**src/hdl/upd_pkg.sv**
```systemverilog
`timescale 1ns / 1ps
// ----------------------------------------------------------------------------
// URI percent decoder package
// Shared types, character codes and hex helpers for the percent decoder.
// ----------------------------------------------------------------------------
package upd_pkg;

   localparam int unsigned BYTE_W = 8;
   localparam int unsigned MAX_RESULTS = 3;

   localparam logic [BYTE_W-1:0] CH_QUESTION = 8'h3F;
   localparam logic [BYTE_W-1:0] CH_PLUS     = 8'h2B;
   localparam logic [BYTE_W-1:0] CH_PERCENT  = 8'h25;
   localparam logic [BYTE_W-1:0] CH_SPACE    = 8'h20;

   typedef enum logic {
      CMD_DATA = 1'b0,
      CMD_END  = 1'b1
   } command_type;

   typedef enum logic [1:0] {
      HELD_NONE    = 2'd0,
      HELD_PERCENT = 2'd1,
      HELD_DIGIT   = 2'd2
   } held_type;

   typedef struct packed {
      logic [BYTE_W-1:0] out_byte;
      logic              byte_valid;
      logic              end_of_string;
      logic              last_of_run;
   } result_type;

   function automatic logic hex_valid(input logic [BYTE_W-1:0] c);
      logic ok;
      ok = 1'b0;
      case (c) inside
         [8'h30:8'h39], [8'h41:8'h46], [8'h61:8'h66]: ok = 1'b1;
         default: ok = 1'b0;
      endcase
      return ok;
   endfunction

   function automatic logic [3:0] hex_value(input logic [BYTE_W-1:0] c);
      logic [3:0] v;
      v = 4'd0;
      case (c) inside
         [8'h30:8'h39]: v = c[3:0];
         [8'h41:8'h46], [8'h61:8'h66]: v = 4'(c[2:0] + 3'd1) + 4'd8;
         default: v = 4'd0;
      endcase
      return v;
   endfunction

endpackage

```
**src/hdl/upd_req_if.sv**
```systemverilog
`timescale 1ns / 1ps
// ----------------------------------------------------------------------------
// Request channel
// Valid/ready channel carrying one URI byte or an end-of-string command.
// ----------------------------------------------------------------------------
interface upd_req_if;
   import upd_pkg::*;

   logic              valid;
   logic              ready;
   logic              command;
   logic [BYTE_W-1:0] in_byte;

   modport source (output valid, output command, output in_byte, input ready);
   modport sink   (input valid, input command, input in_byte, output ready);
endinterface

```
**src/hdl/upd_rsp_if.sv**
```systemverilog
`timescale 1ns / 1ps
// ----------------------------------------------------------------------------
// Response channel
// Valid/ready channel carrying one decoded character or end marker.
// ----------------------------------------------------------------------------
interface upd_rsp_if;
   import upd_pkg::*;

   logic              valid;
   logic              ready;
   logic [BYTE_W-1:0] out_byte;
   logic              byte_valid;
   logic              end_of_string;
   logic              last_of_run;

   modport source (output valid, output out_byte, output byte_valid,
                   output end_of_string, output last_of_run, input ready);
   modport sink   (input valid, input out_byte, input byte_valid,
                   input end_of_string, input last_of_run, output ready);
endinterface

```
**src/hdl/uri_percent_decoder_core.sv**
```systemverilog
`timescale 1ns / 1ps
// Latency: a request's first response is valid the cycle after it is accepted.
// Throughput: one request per cycle while each yields at most one response
// and the response side is ready; a request yielding two or three responses
// holds off requests until its last response goes, one per cycle when ready.
// Reset: nothing held, query mode and plus decoding on, response buffer empty.
// ----------------------------------------------------------------------------
// URI percent decoder core
// Decodes %XX escapes, '+' to space in query mode or per CSR, flushes at end.
// ----------------------------------------------------------------------------
module uri_percent_decoder_core (
   input  logic       clock,
   input  logic       reset,
   upd_req_if.sink    req_bus,
   upd_rsp_if.source  rsp_bus,
   input  logic       csr_write_enable,
   input  logic       csr_write_data
);
   import upd_pkg::*;

   logic                      plus_always_ff;
   held_type                  held_ff, held_in;
   logic [BYTE_W-1:0]         digit_ff, digit_in;
   logic                      query_ff, query_in;
   result_type                slot_ff [MAX_RESULTS];
   result_type                slot_in [MAX_RESULTS];
   logic [1:0]                count_ff, count_in;

   result_type                res [MAX_RESULTS];
   logic [1:0]                res_n;
   logic                      req_fire, rsp_fire;

   assign rsp_fire         = (count_ff != 2'd0) && rsp_bus.ready;
   assign req_bus.ready    = (count_ff == 2'd0) || (count_ff == 2'd1 && rsp_bus.ready);
   assign req_fire         = req_bus.valid && req_bus.ready;

   assign rsp_bus.valid         = (count_ff != 2'd0);
   assign rsp_bus.out_byte      = slot_ff[0].out_byte;
   assign rsp_bus.byte_valid    = slot_ff[0].byte_valid;
   assign rsp_bus.end_of_string = slot_ff[0].end_of_string;
   assign rsp_bus.last_of_run   = slot_ff[0].last_of_run;

   // Decode one request against the held state.
   always_comb begin
      logic [BYTE_W-1:0] c;
      logic [BYTE_W-1:0] fresh_char;
      logic              do_flush;
      logic              do_fresh;
      logic [1:0]        k;
      held_type          held_eff;

      c          = req_bus.in_byte;
      held_in    = held_ff;
      digit_in   = digit_ff;
      query_in   = query_ff;
      do_flush   = 1'b0;
      do_fresh   = 1'b0;
      k          = 2'd0;
      fresh_char = c;
      for (int i = 0; i < MAX_RESULTS; i++) begin
         res[i] = '0;
      end

      case (held_ff)
         HELD_PERCENT: held_eff = HELD_PERCENT;
         HELD_DIGIT:   held_eff = HELD_DIGIT;
         default:      held_eff = HELD_NONE;
      endcase

      if (req_bus.command == CMD_END) begin
         do_flush = 1'b1;
      end else begin
         case (held_eff)
            HELD_PERCENT: begin
               if (hex_valid(c)) begin
                  held_in  = HELD_DIGIT;
                  digit_in = c;
               end else begin
                  do_flush = 1'b1;
                  do_fresh = 1'b1;
               end
            end
            HELD_DIGIT: begin
               if (hex_valid(c) && hex_valid(digit_ff)) begin
                  res[0].out_byte   = {hex_value(digit_ff), hex_value(c)};
                  res[0].byte_valid = 1'b1;
                  k                 = 2'd1;
                  held_in           = HELD_NONE;
                  digit_in          = '0;
               end else begin
                  do_flush = 1'b1;
                  do_fresh = 1'b1;
               end
            end
            default: do_fresh = 1'b1;
         endcase
      end

      if (do_flush) begin
         if (held_eff == HELD_PERCENT || held_eff == HELD_DIGIT) begin
            res[0].out_byte   = CH_PERCENT;
            res[0].byte_valid = 1'b1;
            k                 = 2'd1;
         end
         if (held_eff == HELD_DIGIT) begin
            res[1].out_byte   = digit_ff;
            res[1].byte_valid = 1'b1;
            k                 = 2'd2;
         end
         held_in  = HELD_NONE;
         digit_in = '0;
      end

      if (req_bus.command == CMD_END) begin
         res[k].end_of_string = 1'b1;
         k                    = k + 2'd1;
         query_in             = 1'b0;
      end else if (do_fresh) begin
         if (c == CH_PERCENT) begin
            held_in = HELD_PERCENT;
         end else begin
            if (c == CH_QUESTION) begin
               query_in = 1'b1;
            end else if (c == CH_PLUS && (query_ff || plus_always_ff)) begin
               fresh_char = CH_SPACE;
            end
            res[k].out_byte   = fresh_char;
            res[k].byte_valid = 1'b1;
            k                 = k + 2'd1;
         end
      end

      res_n = k;
      if (k != 2'd0) begin
         res[k - 2'd1].last_of_run = 1'b1;
      end
   end

   // Load the buffer on a request, otherwise shift out one response.
   always_comb begin
      count_in = count_ff;
      for (int i = 0; i < MAX_RESULTS; i++) begin
         slot_in[i] = slot_ff[i];
      end
      if (req_fire) begin
         count_in = res_n;
         for (int i = 0; i < MAX_RESULTS; i++) begin
            slot_in[i] = res[i];
         end
      end else if (rsp_fire) begin
         count_in = count_ff - 2'd1;
         for (int i = 0; i < MAX_RESULTS - 1; i++) begin
            slot_in[i] = slot_ff[i + 1];
         end
      end
   end

   always_ff @(posedge clock) begin
      if (reset) begin
         plus_always_ff <= 1'b1;
         held_ff        <= HELD_NONE;
         digit_ff       <= '0;
         query_ff       <= 1'b1;
         count_ff       <= 2'd0;
      end else begin
         if (csr_write_enable) begin
            plus_always_ff <= csr_write_data;
         end
         if (req_fire) begin
            held_ff  <= held_in;
            digit_ff <= digit_in;
            query_ff <= query_in;
         end
         count_ff <= count_in;
      end
   end

   always_ff @(posedge clock) begin
      for (int i = 0; i < MAX_RESULTS; i++) begin
         slot_ff[i] <= slot_in[i];
      end
   end

endmodule
```
**src/flat_wrapper.sv**
```systemverilog
// flat-port wrapper written by rule: the top's interface ports become plain ports
module uri_percent_decoder_core_flat import upd_pkg::*;
  (clock, reset, csr_write_enable, csr_write_data, req_bus_valid, req_bus_command, req_bus_in_byte, req_bus_ready, rsp_bus_valid, rsp_bus_out_byte, rsp_bus_byte_valid, rsp_bus_end_of_string, rsp_bus_last_of_run, rsp_bus_ready);
  upd_req_if req_bus_i ();
  upd_rsp_if rsp_bus_i ();
  input  logic clock;
  input  logic reset;
  input  logic csr_write_enable;
  input  logic csr_write_data;
  input wire logic [$bits(req_bus_i.valid)-1:0] req_bus_valid;
  input wire logic [$bits(req_bus_i.command)-1:0] req_bus_command;
  input wire logic [$bits(req_bus_i.in_byte)-1:0] req_bus_in_byte;
  output wire logic [$bits(req_bus_i.ready)-1:0] req_bus_ready;
  output wire logic [$bits(rsp_bus_i.valid)-1:0] rsp_bus_valid;
  output wire logic [$bits(rsp_bus_i.out_byte)-1:0] rsp_bus_out_byte;
  output wire logic [$bits(rsp_bus_i.byte_valid)-1:0] rsp_bus_byte_valid;
  output wire logic [$bits(rsp_bus_i.end_of_string)-1:0] rsp_bus_end_of_string;
  output wire logic [$bits(rsp_bus_i.last_of_run)-1:0] rsp_bus_last_of_run;
  input wire logic [$bits(rsp_bus_i.ready)-1:0] rsp_bus_ready;
  assign req_bus_i.valid = req_bus_valid;
  assign req_bus_i.command = req_bus_command;
  assign req_bus_i.in_byte = req_bus_in_byte;
  assign req_bus_ready = req_bus_i.ready;
  assign rsp_bus_valid = rsp_bus_i.valid;
  assign rsp_bus_out_byte = rsp_bus_i.out_byte;
  assign rsp_bus_byte_valid = rsp_bus_i.byte_valid;
  assign rsp_bus_end_of_string = rsp_bus_i.end_of_string;
  assign rsp_bus_last_of_run = rsp_bus_i.last_of_run;
  assign rsp_bus_i.ready = rsp_bus_ready;
  uri_percent_decoder_core u_core (.clock(clock), .reset(reset), .req_bus(req_bus_i), .rsp_bus(rsp_bus_i), .csr_write_enable(csr_write_enable), .csr_write_data(csr_write_data));
endmodule
```
**config.mk**
```make
export PLATFORM = sky130hd
export DESIGN_NAME = uri_percent_decoder_core_flat
export DESIGN_NICKNAME = d
export VERILOG_FILES = /design/src/hdl/upd_pkg.sv /design/src/hdl/upd_req_if.sv /design/src/hdl/upd_rsp_if.sv /design/src/hdl/uri_percent_decoder_core.sv /design/src/flat_wrapper.sv
export SDC_FILE = /design/constraint.sdc
export NUM_CORES = 1
export LEC_CHECK = 0
export BUFFER_PORTS_ARGS = -buffer_cell sky130_fd_sc_hd__buf_2
export CORE_ASPECT_RATIO = 2
export CORE_MARGIN = 2
export CORE_UTILIZATION = 35
export CTS_CLUSTER_DIAMETER = 150
export DETAILED_ROUTE_END_ITERATION = 12
export PLACE_DENSITY_LB_ADDON = 0.2
export SKIP_CTS_REPAIR_TIMING = 1
export SLEW_MARGIN = 40
export SYNTH_ARGS = -nofsm -noshare
export SYNTH_HDL_FRONTEND = slang
export SYNTH_SLANG_ARGS = --single-unit
```
**constraint.sdc**
```tcl
create_clock -name clock -period 4.2 [get_ports clock]
set_clock_uncertainty 0.05 [all_clocks]
set_input_delay 0.84 -clock clock [delete_from_list [all_inputs] [get_ports clock]]
set_output_delay 0.84 -clock clock [all_outputs]
set_load 0.02 [all_outputs]
```
==> reports/results.txt <==
Core box area = 8174 um2
RSZ-0062 raised after global routing = false
Mapped Area = 2912 um2
Starting Density = 35.62%
Initial detailed-routing violation count = 99
Die X = 68.49 um
H-tree depth = 2
Tcrit/Tclk final = 83.17%
Cells after synthesis = 312
Final WL = 7249 um
I/O pins = 28
Critical Path Sink Type = register
Fillers = 831
GR Overflow Total = 0
Top FF cell, synth = edfxtp_1
Distinct cells, synth = 56
Vias per cell = 5.538
Dominant cell by count in the synthesized netlist = edfxtp_1
DR pass1 iterations = 5
Dominant cell type by area after synthesis = edfxtp_1
Min cycle time layout = 3.493 ns
HPWL Detailed = 5414 um
Count of final setup violators = 0
Final hold violations = 0
Share of cells above drive strength 1 = 15.34%
Crit-path max FO = 13
Gr usage total = 17.20%
Post-Synth Adder-Cell Area = 6.876%
Fin. max-slew vios = 0
Post-Synth Simple-Gate Area = 17.49%
Synth Area in Compound Gates = 22.05%
Slew @ Worst Pin = 0.5780 ns
Vias in the first global route = 2,219
Status = finished, final reports clean
CTS Root Buffer Type = clkbuf_16
I/O Buffers = 27
Synth cell count leaders = edfxtp_1 (33), nor2_1 (30), nand2_1 (28), inv_1 (21)
TritonCTS Buffers = 5
Power per cell area = 447.1 nW/um2
Post-layout net count = 356
WP data arrival = 3.49 ns
Largest net degree at the start of global routing = 41
Max transition margin = 61.30%
Setup TNS = 0 ns
Final core occ = 39.84%
Placed Area = 3060 um2
WL per Instance = 17.10 um
Crit start category = input pin
Largest family of logic cells by synthesized area = compound AO/OA/AOI/OAI gates
Final Power = 1.456 mW
Post-synthesis mux area share = 0.7306%
First-pass GRT wire length = 11,710 um
Die H = 133.0 um
Peak VDD IR = 177.3 uV
Worst path required time = 4.20 ns
Num Clock Sinks = 47
Yosys warns = 0
Area growth from synthesis to layout = 11.86%
Cell Rows = 47
Worst hold slack = 0.4447 ns
RD Place Congestion = 0.8783
Min-delay worst type = register to register
Antenna fix cells = 0
Crit path kind = input pin to register
Async SR Flop Fraction = 0%
Skew-Pair Late Insertion Delay = 0.30 ns
Max Cap Violations = 0
Syn nets = 343
DRC violations left = 0
Post-route cell area = 3257 um2
Yosys reg bits = 47
Deepest clock path buffer count = 2
Final ANT Viol Nets = 0
Via Count = 2,348
Initial antenna violation count = 0
Post-Synth XOR/XNOR Area = 1.203%
Clock-pin slew on the worst setup and hold paths = 0.06 ns
Post-synth EDFFs = 33
Largest cells by area after synthesis = edfxtp_1 (34%), dfxtp_1 (9.6%), ha_1 (6.9%), nor2_1 (3.9%), nand2_1 (3.6%)
Die ar. = 9108 um2
Register area share after synthesis = 43.66%
Synth Area per Inst = 9.332 um2
Peak Freq = 286.3 MHz
CTS tree = yes
Leakage = 1.293 nW
Area share of the largest cell type after synthesis = 34.04%
[critical path, stage by stage]
cell	delay, ns
buf_2	0.17
inv_1	0.10
ha_1	0.22
o21bai_1	0.17
a21oi_2	0.12
a41oi_2	0.35
a21oi_1	0.16
nor3_1	0.15
nor2_1	0.11
inv_1	0.08
ha_1	0.16
nand3_1	0.33
and3_1	0.33
o22a_1	0.17
[flip-flops by register name, indices dropped and copies added, names as in the netlist]
| signal | count |
|---|---|
| u_core.slot_ff | 33 |
| u_core.digit_ff | 8 |
| u_core.count_ff | 2 |
| u_core.held_ff | 2 |
| u_core.plus_always_ff | 1 |
| u_core.query_ff | 1 |
[report_power, final]
part,switching [mW],internal [mW]
registers,0.0253,0.601
logic,0.207,0.103
clock network,0.179,0.341
total,0.411,1.05
[routing by layer]
metal	wire length, um	GRT usage [%]	share of wire [%]	vias to the layer above
met5	0	0	0	-
met4	320	9.667	4.4	0
met3	257	1.871	3.5	15
met2	3805	28.79	52	61
met1	2865	20.39	40	1108
li1	-	-	-	1164
[per-stage QoR]
stage,cells,worst slack [ns]
2_1_floorplan,312,0.9713
3_3_place_gp,416,0.5160
3_5_place_dp,416,0.4457
4_1_cts,424,0.7657
5_1_grt,424,0.4250
6_report,424,0.7068
[placed cells by master, fill, tap and decap left out, drive strengths merged, types with 3 or more instances in the layout]
master,n
o21ai,13
nor2,30
xnor2,4
o21a,3
ha,16
dfxtp,14
a22oi,10
a21oi,17
buf,33
nand4,4
o2111ai,3
and3,4
nor2b,3
clkbuf,5
edfxtp,33
inv,21
o211ai,5
nand3,15
o22a,3
a211oi,3
and2,6
nand2,28
o31ai,4
nor3,4
a31oi,9
[worst paths after layout]
check	from	end	slack, ns	cells after the start
hold / removal	u_core.held_ff[1]$_SDFFE_PP0P_	u_core.held_ff[1]$_SDFFE_PP0P_	0.44	1
setup reg to reg	u_core.digit_ff[1]$_SDFFE_PP0P_	u_core.count_ff[1]$_SDFFE_PP0P_	0.86	13
setup / recovery	req_bus_in_byte[0]	u_core.slot_ff[0][15]$_DFFE_PP_	0.71	14
hold reg to reg	u_core.held_ff[1]$_SDFFE_PP0P_	u_core.held_ff[1]$_SDFFE_PP0P_	0.44	1
[final cells by class]
type | instances | area (um2) | area share, %
multi-input combinational | 217 | 1411 | 43.33
sequential | 47 | 1271 | 39.03
timing repair buffer | 33 | 180.2 | 5.532
clock buffer | 5 | 125.1 | 3.842
tap | 98 | 122.6 | 3.765
inverter | 21 | 78.83 | 2.420
clock inverter | 3 | 67.56 | 2.075
[cell families after synthesis]
kind of cell	after synthesis
simple gates	104
compound gates	91
buf+inv	48
flops	47
fa+ha+maj	16
xor+xnor	4
mux	2
Note: power is estimated with default switching activity, not from simulation.
